### config.mk
export PLATFORM = sky130hd
export DESIGN_NAME = midpoint_ellipse_raster_unit
export DESIGN_NICKNAME = d
export VERILOG_FILES = /design/src/hw/rtl/mer_pkg.sv /design/src/hw/rtl/midpoint_ellipse_raster_unit.sv /design/src/hw/rtl/mer_datapath.sv
export SDC_FILE = /design/constraint.sdc
export NUM_CORES = 2
export LEC_CHECK = 0
export BUFFER_PORTS_ARGS = -buffer_cell sky130_fd_sc_hd__buf_2
export CAP_MARGIN = 20
export CORE_ASPECT_RATIO = 1.75
export CORE_MARGIN = 3
export CORE_UTILIZATION = 60
export CTS_CLUSTER_SIZE = 30
export DETAILED_ROUTE_END_ITERATION = 7
export PLACE_DENSITY = 0.79
export RECOVER_POWER = 100
export SYNTH_ARGS = -nofsm -noshare
export SYNTH_HDL_FRONTEND = slang
export SYNTH_SLANG_ARGS = --single-unit
### constraint.sdc
create_clock -name clk -period 11.2 [get_ports clk]
set_input_delay 1.12 -clock clk [delete_from_list [all_inputs] [get_ports clk]]
set_output_delay 1.12 -clock clk [all_outputs]
set_load 0.005 [all_outputs]
### src/hw/rtl/mer_pkg.sv
`timescale 1ns / 1ps
// Shared constants, control-word types and the microcode ROM of the midpoint
// ellipse rasterizer. No dependencies; used by mer_datapath and the top level.
package mer_pkg;

    localparam int COORD_BITS  = 11;
    localparam int RADIUS_BITS = 10;
    localparam int OUT_BITS    = COORD_BITS + 2;
    localparam int SQ_BITS     = 2 * RADIUS_BITS;
    localparam int TERM_BITS   = SQ_BITS + RADIUS_BITS + 2;
    localparam int MUL_BITS    = SQ_BITS + 2;
    localparam int PROD_BITS   = 2 * MUL_BITS;
    localparam int DEC_BITS    = PROD_BITS + 4;
    localparam int CFG_BITS    = COORD_BITS;
    localparam int CFG_IDX_BITS = 2;

    // configuration register indexes
    localparam logic [CFG_IDX_BITS-1:0] REG_CENTER_X = 2'd0;
    localparam logic [CFG_IDX_BITS-1:0] REG_CENTER_Y = 2'd1;
    localparam logic [CFG_IDX_BITS-1:0] REG_RADIUS_X = 2'd2;
    localparam logic [CFG_IDX_BITS-1:0] REG_RADIUS_Y = 2'd3;

    // drawing phase
    localparam logic [1:0] PH_IDLE = 2'd0;
    localparam logic [1:0] PH_ONE  = 2'd1;
    localparam logic [1:0] PH_TWO  = 2'd2;

    // datapath operations
    localparam int OP_W = 4;
    localparam logic [OP_W-1:0] OP_NONE       = 4'd0;
    localparam logic [OP_W-1:0] OP_LOAD_START = 4'd1;
    localparam logic [OP_W-1:0] OP_SET_RXSQ   = 4'd2;
    localparam logic [OP_W-1:0] OP_SET_RYSQ   = 4'd3;
    localparam logic [OP_W-1:0] OP_INIT_TERMS = 4'd4;
    localparam logic [OP_W-1:0] OP_R1_MOVE    = 4'd5;
    localparam logic [OP_W-1:0] OP_R1_DEC     = 4'd6;
    localparam logic [OP_W-1:0] OP_R2_MOVE    = 4'd7;
    localparam logic [OP_W-1:0] OP_R2_DEC     = 4'd8;
    localparam logic [OP_W-1:0] OP_ENTER_R2   = 4'd9;
    localparam logic [OP_W-1:0] OP_D_LOAD     = 4'd10;
    localparam logic [OP_W-1:0] OP_D_ADD4     = 4'd11;
    localparam logic [OP_W-1:0] OP_D_SUB4     = 4'd12;
    localparam logic [OP_W-1:0] OP_FINISH     = 4'd13;

    // multiplier operand selects
    localparam int MS_W = 4;
    localparam logic [MS_W-1:0] MS_ZERO     = 4'd0;
    localparam logic [MS_W-1:0] MS_RADIUS_X = 4'd1;
    localparam logic [MS_W-1:0] MS_RADIUS_Y = 4'd2;
    localparam logic [MS_W-1:0] MS_RXSQ     = 4'd3;
    localparam logic [MS_W-1:0] MS_RYSQ     = 4'd4;
    localparam logic [MS_W-1:0] MS_ROW      = 4'd5;
    localparam logic [MS_W-1:0] MS_ODD      = 4'd6;
    localparam logic [MS_W-1:0] MS_BM1      = 4'd7;
    localparam logic [MS_W-1:0] MS_PROD     = 4'd8;

    // sequencer jumps
    localparam logic [1:0] JMP_NEXT      = 2'd0;
    localparam logic [1:0] JMP_ALWAYS    = 2'd1;
    localparam logic [1:0] JMP_UNLESS_R2 = 2'd2;

    // program addresses
    localparam int PC_W = 5;
    localparam logic [PC_W-1:0] PC_BEGIN  = 5'd0;
    localparam logic [PC_W-1:0] PC_BG1    = 5'd1;
    localparam logic [PC_W-1:0] PC_BG2    = 5'd2;
    localparam logic [PC_W-1:0] PC_BG3    = 5'd3;
    localparam logic [PC_W-1:0] PC_STEP1  = 5'd4;
    localparam logic [PC_W-1:0] PC_S1B    = 5'd5;
    localparam logic [PC_W-1:0] PC_STEP2  = 5'd6;
    localparam logic [PC_W-1:0] PC_S2B    = 5'd7;
    localparam logic [PC_W-1:0] PC_CHECK  = 5'd8;
    localparam logic [PC_W-1:0] PC_T1     = 5'd9;
    localparam logic [PC_W-1:0] PC_T2     = 5'd10;
    localparam logic [PC_W-1:0] PC_T3     = 5'd11;
    localparam logic [PC_W-1:0] PC_T4     = 5'd12;
    localparam logic [PC_W-1:0] PC_T5     = 5'd13;
    localparam logic [PC_W-1:0] PC_FINISH = 5'd14;
    localparam logic [PC_W-1:0] PC_EMIT0  = 5'd15;
    localparam logic [PC_W-1:0] PC_EMIT1  = 5'd16;
    localparam logic [PC_W-1:0] PC_EMIT2  = 5'd17;
    localparam logic [PC_W-1:0] PC_EMIT3  = 5'd18;
    localparam logic [PC_W-1:0] PC_LAST   = PC_EMIT3;

    typedef struct packed {
        logic [OP_W-1:0] op;
        logic [MS_W-1:0] mul_a;
        logic [MS_W-1:0] mul_b;
        logic [1:0]      jump;
        logic [PC_W-1:0] target;
        logic            emit;
        logic [1:0]      emit_k;
        logic            done;
    } mer_ctrl_t;

    typedef struct packed {
        logic [1:0] phase;
        logic       r2_start;
        logic       fin;
    } mer_status_t;

    localparam mer_ctrl_t CTRL_IDLE = '{
        op: OP_NONE, mul_a: MS_ZERO, mul_b: MS_ZERO, jump: JMP_NEXT,
        target: PC_BEGIN, emit: 1'b0, emit_k: 2'd0, done: 1'b0
    };

    // Microcode ROM. The odd-square product is launched in the check step so
    // the region-two entry sequence finds it ready.
    function automatic mer_ctrl_t rom_word(input logic [PC_W-1:0] pc);
        mer_ctrl_t w;
        w = CTRL_IDLE;
        case (pc)
            PC_BEGIN:
            begin
                w.op = OP_LOAD_START;
                w.mul_a = MS_RADIUS_X;
                w.mul_b = MS_RADIUS_X;
            end
            PC_BG1:
            begin
                w.op = OP_SET_RXSQ;
                w.mul_a = MS_RADIUS_Y;
                w.mul_b = MS_RADIUS_Y;
            end
            PC_BG2:
            begin
                w.op = OP_SET_RYSQ;
                w.mul_a = MS_RXSQ;
                w.mul_b = MS_ROW;
            end
            PC_BG3:
            begin
                w.op = OP_INIT_TERMS;
                w.jump = JMP_ALWAYS;
                w.target = PC_CHECK;
            end
            PC_STEP1:
            begin
                w.op = OP_R1_MOVE;
            end
            PC_S1B:
            begin
                w.op = OP_R1_DEC;
                w.jump = JMP_ALWAYS;
                w.target = PC_CHECK;
            end
            PC_STEP2:
            begin
                w.op = OP_R2_MOVE;
            end
            PC_S2B:
            begin
                w.op = OP_R2_DEC;
            end
            PC_CHECK:
            begin
                w.mul_a = MS_ODD;
                w.mul_b = MS_ODD;
                w.jump = JMP_UNLESS_R2;
                w.target = PC_FINISH;
            end
            PC_T1:
            begin
                w.op = OP_ENTER_R2;
                w.mul_a = MS_RYSQ;
                w.mul_b = MS_PROD;
            end
            PC_T2:
            begin
                w.op = OP_D_LOAD;
                w.mul_a = MS_BM1;
                w.mul_b = MS_BM1;
            end
            PC_T3:
            begin
                w.mul_a = MS_RXSQ;
                w.mul_b = MS_PROD;
            end
            PC_T4:
            begin
                w.op = OP_D_ADD4;
                w.mul_a = MS_RXSQ;
                w.mul_b = MS_RYSQ;
            end
            PC_T5:
            begin
                w.op = OP_D_SUB4;
            end
            PC_FINISH:
            begin
                w.op = OP_FINISH;
            end
            PC_EMIT0:
            begin
                w.emit = 1'b1;
                w.emit_k = 2'd0;
            end
            PC_EMIT1:
            begin
                w.emit = 1'b1;
                w.emit_k = 2'd1;
            end
            PC_EMIT2:
            begin
                w.emit = 1'b1;
                w.emit_k = 2'd2;
            end
            PC_EMIT3:
            begin
                w.emit = 1'b1;
                w.emit_k = 2'd3;
                w.done = 1'b1;
            end
            default:
            begin
                w = CTRL_IDLE;
            end
        endcase
        return w;
    endfunction

endpackage

### src/hw/rtl/midpoint_ellipse_raster_unit.sv
`timescale 1ns / 1ps
// Top level of the midpoint ellipse rasterizer: configuration registers,
// microcode sequencer and output register. Depends on mer_pkg and mer_datapath.
//
//   channel   direction  handshake            payload
//   in        input      in_valid/in_ready    begin_req
//   out       output     out_valid/out_ready  pixel_x, pixel_y, last_of_step, finished
//   cfg       input      cfg_valid/cfg_ready  cfg_index, cfg_data
//
// A begin (longer when it enters region two at once) or a step (longer when region
// two starts) is stretched by any output stall; an advance while idle is taken and
// gives nothing. The single shared multiplier and the output register, which takes
// one pixel per cycle while the output does not stall, set their length. The next item
// is taken the cycle after the fourth pixel enters the output register.
// Reset leaves the block idle with its state and configuration registers at zero.
// cfg_ready is always high.
module midpoint_ellipse_raster_unit (
    input  logic                                 clk,
    input  logic                                 rst_n,
    input  logic                                 in_valid,
    output logic                                 in_ready,
    input  logic                                 begin_req,
    output logic                                 out_valid,
    input  logic                                 out_ready,
    output logic signed [mer_pkg::OUT_BITS-1:0]  pixel_x,
    output logic signed [mer_pkg::OUT_BITS-1:0]  pixel_y,
    output logic                                 last_of_step,
    output logic                                 finished,
    input  logic                                 cfg_valid,
    output logic                                 cfg_ready,
    input  logic [mer_pkg::CFG_IDX_BITS-1:0]     cfg_index,
    input  logic [mer_pkg::CFG_BITS-1:0]         cfg_data
);

    logic [mer_pkg::COORD_BITS-1:0]      center_x_reg, center_y_reg;
    logic [mer_pkg::RADIUS_BITS-1:0]     radius_x_reg, radius_y_reg;

    logic [mer_pkg::PC_W-1:0]            pc_reg, pc_next;
    logic                                busy_reg, busy_next;
    mer_pkg::mer_ctrl_t                  cw, ctrl;
    mer_pkg::mer_status_t                status;
    logic                                stall;
    logic                                out_load;

    logic                                out_valid_reg;
    logic signed [mer_pkg::OUT_BITS-1:0] pixel_x_reg, pixel_y_reg;
    logic                                last_reg, fin_reg;
    logic signed [mer_pkg::OUT_BITS-1:0] dp_pixel_x, dp_pixel_y;

    assign cfg_ready = 1'b1;

    always_ff @(posedge clk or negedge rst_n)
    begin
        if (!rst_n)
        begin
            center_x_reg <= '0;
            center_y_reg <= '0;
            radius_x_reg <= '0;
            radius_y_reg <= '0;
        end
        else if (cfg_valid && cfg_ready)
        begin
            case (cfg_index)
                mer_pkg::REG_CENTER_X: center_x_reg <= cfg_data[mer_pkg::COORD_BITS-1:0];
                mer_pkg::REG_CENTER_Y: center_y_reg <= cfg_data[mer_pkg::COORD_BITS-1:0];
                mer_pkg::REG_RADIUS_X: radius_x_reg <= cfg_data[mer_pkg::RADIUS_BITS-1:0];
                mer_pkg::REG_RADIUS_Y: radius_y_reg <= cfg_data[mer_pkg::RADIUS_BITS-1:0];
                default:               center_x_reg <= center_x_reg;
            endcase
        end
    end

    // sequencer
    assign cw       = mer_pkg::rom_word(pc_reg);
    assign stall    = cw.emit && out_valid_reg && !out_ready;
    assign ctrl     = (busy_reg && !stall) ? cw : mer_pkg::CTRL_IDLE;
    assign in_ready = !busy_reg;
    assign out_load = busy_reg && cw.emit && !stall;

    always_comb
    begin
        pc_next   = pc_reg;
        busy_next = busy_reg;
        if (!busy_reg)
        begin
            if (in_valid)
            begin
                if (begin_req)
                begin
                    pc_next   = mer_pkg::PC_BEGIN;
                    busy_next = 1'b1;
                end
                else if (status.phase == mer_pkg::PH_ONE)
                begin
                    pc_next   = mer_pkg::PC_STEP1;
                    busy_next = 1'b1;
                end
                else if (status.phase == mer_pkg::PH_TWO)
                begin
                    pc_next   = mer_pkg::PC_STEP2;
                    busy_next = 1'b1;
                end
            end
        end
        else if (!stall)
        begin
            if (cw.done)
            begin
                busy_next = 1'b0;
            end
            else
            begin
                case (cw.jump)
                    mer_pkg::JMP_ALWAYS:    pc_next = cw.target;
                    mer_pkg::JMP_UNLESS_R2: pc_next = status.r2_start ?
                                                      pc_reg + 1'b1 : cw.target;
                    default:                pc_next = pc_reg + 1'b1;
                endcase
            end
        end
    end

    always_ff @(posedge clk or negedge rst_n)
    begin
        if (!rst_n)
        begin
            pc_reg        <= mer_pkg::PC_BEGIN;
            busy_reg      <= 1'b0;
            out_valid_reg <= 1'b0;
        end
        else
        begin
            pc_reg   <= pc_next;
            busy_reg <= busy_next;
            if (out_load)
            begin
                out_valid_reg <= 1'b1;
            end
            else if (out_ready)
            begin
                out_valid_reg <= 1'b0;
            end
        end
    end

    // hold the pixel until its transfer; a new one loads only into a free slot
    always_ff @(posedge clk)
    begin
        if (out_load)
        begin
            pixel_x_reg <= dp_pixel_x;
            pixel_y_reg <= dp_pixel_y;
            last_reg    <= &cw.emit_k;
            fin_reg     <= status.fin;
        end
    end

    mer_datapath u_datapath (
        .clk      (clk),
        .rst_n    (rst_n),
        .ctrl     (ctrl),
        .center_x (center_x_reg),
        .center_y (center_y_reg),
        .radius_x (radius_x_reg),
        .radius_y (radius_y_reg),
        .status   (status),
        .pixel_x  (dp_pixel_x),
        .pixel_y  (dp_pixel_y)
    );

    assign out_valid    = out_valid_reg;
    assign pixel_x      = pixel_x_reg;
    assign pixel_y      = pixel_y_reg;
    assign last_of_step = last_reg;
    assign finished     = fin_reg;

`ifndef SYNTH
    a_pc_in_program: assert property (@(posedge clk) disable iff (!rst_n)
        busy_reg |-> pc_reg <= mer_pkg::PC_LAST)
        else $error("step counter left the microprogram");

    a_load_from_emit: assert property (@(posedge clk) disable iff (!rst_n)
        $rose(out_valid_reg) |-> $past(busy_reg && cw.emit))
        else $error("output register loaded outside an emit step");
`endif

endmodule

### src/hw/rtl/mer_datapath.sv
`timescale 1ns / 1ps
// Datapath of the ellipse rasterizer: point and decision registers, one shared
// registered multiplier and the mirrored pixel adders. Driven by mer_pkg control words.
module mer_datapath (
    input  logic                                   clk,
    input  logic                                   rst_n,
    input  mer_pkg::mer_ctrl_t                     ctrl,
    input  logic [mer_pkg::COORD_BITS-1:0]         center_x,
    input  logic [mer_pkg::COORD_BITS-1:0]         center_y,
    input  logic [mer_pkg::RADIUS_BITS-1:0]        radius_x,
    input  logic [mer_pkg::RADIUS_BITS-1:0]        radius_y,
    output mer_pkg::mer_status_t                   status,
    output logic signed [mer_pkg::OUT_BITS-1:0]    pixel_x,
    output logic signed [mer_pkg::OUT_BITS-1:0]    pixel_y
);

    logic [1:0]                          phase_reg, phase_next;
    logic [mer_pkg::RADIUS_BITS-1:0]     col_reg, col_next;
    logic [mer_pkg::RADIUS_BITS-1:0]     row_reg, row_next;
    logic [mer_pkg::TERM_BITS-1:0]       h_reg, h_next;
    logic [mer_pkg::TERM_BITS-1:0]       v_reg, v_next;
    logic signed [mer_pkg::DEC_BITS-1:0] d_reg, d_next;
    logic [mer_pkg::SQ_BITS-1:0]         rxsq_reg, rxsq_next;
    logic [mer_pkg::SQ_BITS-1:0]         rysq_reg, rysq_next;
    logic [mer_pkg::PROD_BITS-1:0]       prod_reg, prod_next;
    logic                                flag_reg, flag_next;
    logic                                fin_reg, fin_next;

    logic [mer_pkg::MUL_BITS-1:0]        mul_a, mul_b;
    logic [mer_pkg::RADIUS_BITS:0]       odd;
    logic [mer_pkg::RADIUS_BITS-1:0]     bm1;
    logic [mer_pkg::RADIUS_BITS-1:0]     col_inc;
    logic [mer_pkg::RADIUS_BITS-1:0]     row_dec;
    logic [mer_pkg::TERM_BITS-1:0]       rxsq2, rysq2;
    logic signed [mer_pkg::DEC_BITS-1:0] h_ext, v_ext, rxsq_ext, rysq_ext, prod_ext;
    logic signed [mer_pkg::DEC_BITS-1:0] r1_sum, r2_sum;
    logic [mer_pkg::OUT_BITS-1:0]        col_w, row_w;

    assign odd     = {col_reg, 1'b1};
    assign row_dec = row_reg - mer_pkg::RADIUS_BITS'(1);
    assign bm1     = (row_reg == '0) ? mer_pkg::RADIUS_BITS'(1) : row_dec;
    // saturate the column at its top value
    assign col_inc = (&col_reg) ? col_reg : col_reg + mer_pkg::RADIUS_BITS'(1);
    assign rxsq2   = mer_pkg::TERM_BITS'({rxsq_reg, 1'b0});
    assign rysq2   = mer_pkg::TERM_BITS'({rysq_reg, 1'b0});

    assign h_ext    = mer_pkg::DEC_BITS'(h_reg);
    assign v_ext    = mer_pkg::DEC_BITS'(v_reg);
    assign rxsq_ext = mer_pkg::DEC_BITS'(rxsq_reg);
    assign rysq_ext = mer_pkg::DEC_BITS'(rysq_reg);
    assign prod_ext = mer_pkg::DEC_BITS'(prod_reg);
    assign r1_sum   = rysq_ext + h_ext - (flag_reg ? v_ext : '0);
    assign r2_sum   = rxsq_ext - v_ext + (flag_reg ? h_ext : '0);

    always_comb
    begin
        case (ctrl.mul_a)
            mer_pkg::MS_RADIUS_X: mul_a = mer_pkg::MUL_BITS'(radius_x);
            mer_pkg::MS_RADIUS_Y: mul_a = mer_pkg::MUL_BITS'(radius_y);
            mer_pkg::MS_RXSQ:     mul_a = mer_pkg::MUL_BITS'(rxsq_reg);
            mer_pkg::MS_RYSQ:     mul_a = mer_pkg::MUL_BITS'(rysq_reg);
            mer_pkg::MS_ROW:      mul_a = mer_pkg::MUL_BITS'(row_reg);
            mer_pkg::MS_ODD:      mul_a = mer_pkg::MUL_BITS'(odd);
            mer_pkg::MS_BM1:      mul_a = mer_pkg::MUL_BITS'(bm1);
            mer_pkg::MS_PROD:     mul_a = prod_reg[mer_pkg::MUL_BITS-1:0];
            default:              mul_a = '0;
        endcase
        case (ctrl.mul_b)
            mer_pkg::MS_RADIUS_X: mul_b = mer_pkg::MUL_BITS'(radius_x);
            mer_pkg::MS_RADIUS_Y: mul_b = mer_pkg::MUL_BITS'(radius_y);
            mer_pkg::MS_RXSQ:     mul_b = mer_pkg::MUL_BITS'(rxsq_reg);
            mer_pkg::MS_RYSQ:     mul_b = mer_pkg::MUL_BITS'(rysq_reg);
            mer_pkg::MS_ROW:      mul_b = mer_pkg::MUL_BITS'(row_reg);
            mer_pkg::MS_ODD:      mul_b = mer_pkg::MUL_BITS'(odd);
            mer_pkg::MS_BM1:      mul_b = mer_pkg::MUL_BITS'(bm1);
            mer_pkg::MS_PROD:     mul_b = prod_reg[mer_pkg::MUL_BITS-1:0];
            default:              mul_b = '0;
        endcase
    end

    assign prod_next = mul_a * mul_b;

    always_comb
    begin
        phase_next = phase_reg;
        col_next   = col_reg;
        row_next   = row_reg;
        h_next     = h_reg;
        v_next     = v_reg;
        d_next     = d_reg;
        rxsq_next  = rxsq_reg;
        rysq_next  = rysq_reg;
        flag_next  = flag_reg;
        fin_next   = fin_reg;
        case (ctrl.op)
            mer_pkg::OP_LOAD_START:
            begin
                col_next = '0;
                row_next = radius_y;
            end
            mer_pkg::OP_SET_RXSQ:
            begin
                rxsq_next = prod_reg[mer_pkg::SQ_BITS-1:0];
            end
            mer_pkg::OP_SET_RYSQ:
            begin
                rysq_next = prod_reg[mer_pkg::SQ_BITS-1:0];
            end
            mer_pkg::OP_INIT_TERMS:
            begin
                // product holds rx^2 * ry here
                h_next = '0;
                v_next = {prod_reg[mer_pkg::TERM_BITS-2:0], 1'b0};
                d_next = (rysq_ext <<< 2) - (prod_ext <<< 2) + rxsq_ext;
                phase_next = mer_pkg::PH_ONE;
            end
            mer_pkg::OP_R1_MOVE:
            begin
                col_next  = col_inc;
                h_next    = h_reg + rysq2;
                flag_next = !d_reg[mer_pkg::DEC_BITS-1];
                if (!d_reg[mer_pkg::DEC_BITS-1])
                begin
                    row_next = row_dec;
                    v_next   = v_reg - rxsq2;
                end
            end
            mer_pkg::OP_R1_DEC:
            begin
                d_next = d_reg + (r1_sum <<< 2);
            end
            mer_pkg::OP_R2_MOVE:
            begin
                row_next  = row_dec;
                v_next    = v_reg - rxsq2;
                flag_next = d_reg[mer_pkg::DEC_BITS-1] || (d_reg == '0);
                if (d_reg[mer_pkg::DEC_BITS-1] || (d_reg == '0))
                begin
                    col_next = col_inc;
                    h_next   = h_reg + rysq2;
                end
            end
            mer_pkg::OP_R2_DEC:
            begin
                d_next = d_reg + (r2_sum <<< 2);
            end
            mer_pkg::OP_ENTER_R2:
            begin
                phase_next = mer_pkg::PH_TWO;
            end
            mer_pkg::OP_D_LOAD:
            begin
                d_next = prod_ext;
            end
            mer_pkg::OP_D_ADD4:
            begin
                d_next = d_reg + (prod_ext <<< 2);
            end
            mer_pkg::OP_D_SUB4:
            begin
                d_next = d_reg - (prod_ext <<< 2);
            end
            mer_pkg::OP_FINISH:
            begin
                fin_next = (phase_reg == mer_pkg::PH_TWO) && (row_reg == '0);
                if ((phase_reg == mer_pkg::PH_TWO) && (row_reg == '0))
                begin
                    phase_next = mer_pkg::PH_IDLE;
                end
            end
            default:
            begin
                d_next = d_reg;
            end
        endcase
    end

    always_ff @(posedge clk or negedge rst_n)
    begin
        if (!rst_n)
        begin
            phase_reg <= mer_pkg::PH_IDLE;
            col_reg   <= '0;
            row_reg   <= '0;
            h_reg     <= '0;
            v_reg     <= '0;
            d_reg     <= '0;
            rxsq_reg  <= '0;
            rysq_reg  <= '0;
            prod_reg  <= '0;
            flag_reg  <= 1'b0;
            fin_reg   <= 1'b0;
        end
        else
        begin
            phase_reg <= phase_next;
            col_reg   <= col_next;
            row_reg   <= row_next;
            h_reg     <= h_next;
            v_reg     <= v_next;
            d_reg     <= d_next;
            rxsq_reg  <= rxsq_next;
            rysq_reg  <= rysq_next;
            prod_reg  <= prod_next;
            flag_reg  <= flag_next;
            fin_reg   <= fin_next;
        end
    end

    assign status.phase    = phase_reg;
    assign status.r2_start = (phase_reg == mer_pkg::PH_ONE) && (h_reg >= v_reg);
    assign status.fin      = fin_reg;

    // mirror: bit 1 of the pixel index negates x, bit 0 negates y
    assign col_w = mer_pkg::OUT_BITS'(col_reg);
    assign row_w = mer_pkg::OUT_BITS'(row_reg);
    assign pixel_x = mer_pkg::OUT_BITS'(center_x) + (ctrl.emit_k[1] ? (~col_w + 1'b1) : col_w);
    assign pixel_y = mer_pkg::OUT_BITS'(center_y) + (ctrl.emit_k[0] ? (~row_w + 1'b1) : row_w);

`ifndef SYNTH
    // a restart reloads the row while the old phase is still held
    a_row_falls_in_r2: assert property (@(posedge clk) disable iff (!rst_n)
        (phase_reg == mer_pkg::PH_TWO && $past(phase_reg) == mer_pkg::PH_TWO
         && $past(ctrl.op) != mer_pkg::OP_LOAD_START)
        |-> row_reg <= $past(row_reg))
        else $error("row grew while in region two");

    a_col_monotone: assert property (@(posedge clk) disable iff (!rst_n)
        ($past(ctrl.op) != mer_pkg::OP_LOAD_START) |-> col_reg >= $past(col_reg))
        else $error("column fell outside an ellipse start");

    a_region_switch_done: assert property (@(posedge clk) disable iff (!rst_n)
        (ctrl.op == mer_pkg::OP_FINISH)
        |-> !(phase_reg == mer_pkg::PH_ONE && h_reg >= v_reg))
        else $error("region one still active past its end at point finish");
`endif

endmodule

==> run_results.csv <==
group,metric,value,unit
run_status,status,"finished with violations",
run_status,violations,"max-capacitance violations, max-slew violations",
floorplanning,dieArea,0.0803,sq mm
logic_synthesis,synth_warnings,0,
logic_synthesis,synthCells,5740,
logic_synthesis,asyncSetResetFlopFracSynth,90.5,%
floorplanning,ios,50,
global_route,grt_use_total,44.2,%
final_layout,final_layout_size_suffix_gt1_share,7.53,%
logic_synthesis,ys_ff_latch,295,
logic_synthesis,synth-main-ff-cell,"dfrtp_1",
sta,fin_crit,10.90,ns
critical_path,cp-end-kind,"flop",
clock_tree,clkSinkCount,295,
route,antenna_left,0,
critical_path,cp.required,11.65,ns
sta,relSlewSlack,-286,%
logic_synthesis,synth_area,0.0461,sq mm
floorplanning,rows,133,
global_route,antenna_found_initial,14,
sta,clock_skew,0.0422,ns
critical_path,path_max_fanout,7,
clock_tree,clkTransAtPathRegs,0.07,ns
critical_path,cp_top_family,"compound AO/OA/AOI/OAI gates",
global_route,grt_start_max_net_pins,136,
final_layout,final_nets,6594,
final_layout,largest_reg_flops,48,
critical_path,crit_path_start_kind,"flop",
critical_path,cp_num_buf_inv,0,
final_layout,syn2layout_area_growth,7.05,%
route,detail_route.vias_per_cell,6.59,
critical_path,crit_arrival,11.35,ns
hold_path,hp-class,"flop to flop",
route,num_vias,44800,
clock_tree,cts_tree,"yes",
placement,gp_congestion,1.06,
sta,setup_viol,0,
sta,hold_violations,0,
route,first_pass_iters,7,
final_layout,layout.cells.most_common,"nand2_1",
sta,setup_tns,0,ns
critical_path,slowest_delay,0.93,ns
route,wl_per_cell,26.1,um
floorplanning,dieHeight,373,um
clock_tree,htreeDepth,2,
global_route,grt_pass1_wl,269000,um
clock_tree,cts_buffers,35,
critical_path,critical_path.slowest_cell,"a311oi_1",
placement,dpl.hpwl,144000,um
clock_tree,clk_latency,0.60,ns
sta,min_period_over_period,97.3,%
global_route,grt_pass1_vias,45800,
route,drtIter0Drc,3708,
global_route,grt-ovfl-total,0,
critical_path,worstSetupPathType,"flop to flop",
logic_synthesis,synth_edf_count,28,
sta,timing.fmax,0.0917,GHz
route,post-route-drc-count,0,
run,max_cap_violations,12,
final_layout,final_cell_mix,"643 x nand2_1, 634 x inv_1, 521 x nor2_1, 459 x ha_1, 367 x fa_1",
floorplanning,start_util,61.0,%
logic_synthesis,synth.avg_cell_area,8.03,sq um
placement,io_buffer_count,48,
floorplanning,die_x,215,um
floorplanning,core,0.0756,sq mm
sta,finalHoldWorstSlack,0.510,ns
sta,worst_slew_pin_slew,5.79,ns
route,routed_wl,178000,um
logic_synthesis,synth_cell_type_count,107,
sta,drv_slew,564,
clock_tree,clockBufferDepth,3,
critical_path,crit_top_cell,"xnor2_1",
logic_synthesis,synth.yosys.seq_area_share,16.3,%
clock_tree,cts_root_buf,"clkbuf_16",
## cell type report
class / count / area [sq um]
Timing Repair Buffer: 238 / 1620
Tap cell: 1012 / 1270
Fill cell: 6690 / 26200
Clock inverter: 21 / 310
Inverter: 634 / 2380
Sequential cell: 295 / 7520
Antenna cell: 8 / 20.0
Multi-Input combinational cell: 4545 / 35300
Clock buffer: 42 / 932
## Yosys cell counts (all sizes together), types with 48 or more instances
cell type,count,share of area (%)
nand3,92,1.0
a21oi,369,4.0
buf,48,0.55
clkbuf,219,1.8
and2,78,1.1
nor3,140,1.6
mux2,64,1.6
xnor2,239,4.5
a211oi,59,1.0
a21o,125,2.0
or3,57,0.78
nand2,644,5.2
a22oi,48,0.78
nand2b,53,0.72
dfrtp,267,15
o21ai,319,3.5
o21a,59,0.96
fa,367,16
xor2,127,2.4
ha,459,12
nor2,523,4.3
inv,634,5.2
## logic make-up (layout without fill, tap and decap cells)
logic type | after synthesis | in the layout | synth area share [%]
AOI/OAI and AO/OA | 1405 | 1405 | 20.1
xor gates and xnor gates | 366 | 366 | 6.96
adders and majority gates | 826 | 826 | 28.4
buffers and inverters | 901 | 935 | 7.50
DFF | 295 | 295 | 16.3
muxes | 70 | 70 | 1.69
other | 1 | 10 | 0.00814
and+or+nand+nor | 1876 | 1876 | 19.0
## final timing paths
path,startpoint,endpoint,slack (ns),depth (start not counted)
setup / recovery,u_datapath.h_reg[2],u_datapath.d_reg[46],0.30,32
hold / removal,u_datapath.fin_reg,finished,0.51,0
setup reg to reg,u_datapath.h_reg[2],u_datapath.d_reg[46],0.30,32
hold reg to reg,u_datapath.fin_reg,finished,0.51,0
max in group asynchronous,rst_n,center_y_reg[5],2.74,2
min in group asynchronous,rst_n,u_datapath.h_reg[26],2.68,1
## per-layer routing
metal	share of wire, %	vias up	GRT usage [%]
li1	-	19800	-
met5	0.059	-	0
met1	31	21500	42.1
met2	48	2402	76.8
met4	13	16	44.3
met3	8.3	1102	10.3
## repair_timing
item | 4_1_cts | 5_1_grt
gates resized for setup | 0 | 25
hold buffers | 0 | 0
setup endpoints to repair | 0 | 7
buffers inserted | 0 | 1
## stage by stage
| stage | utilization, % | cell area, sq um | setup slack (ns) | cells |
|---|---|---|---|---|
| detailed placement | 63.6 | 48100 | 0.0848 | 6721 |
| floorplan | - | 46100 | 0.582 | 5741 |
| finish | 65.3 | 49300 | 0.298 | 6795 |
| CTS | 65.3 | 49300 | 0.0185 | 6784 |
| global placement | 63.6 | 48100 | 0.106 | 6720 |
| global route | 65.3 | 49300 | -0.0136 | 6787 |
Power is not shown: default switching activity piles up to over one toggle a cycle in this logic, so the estimate is an artifact.
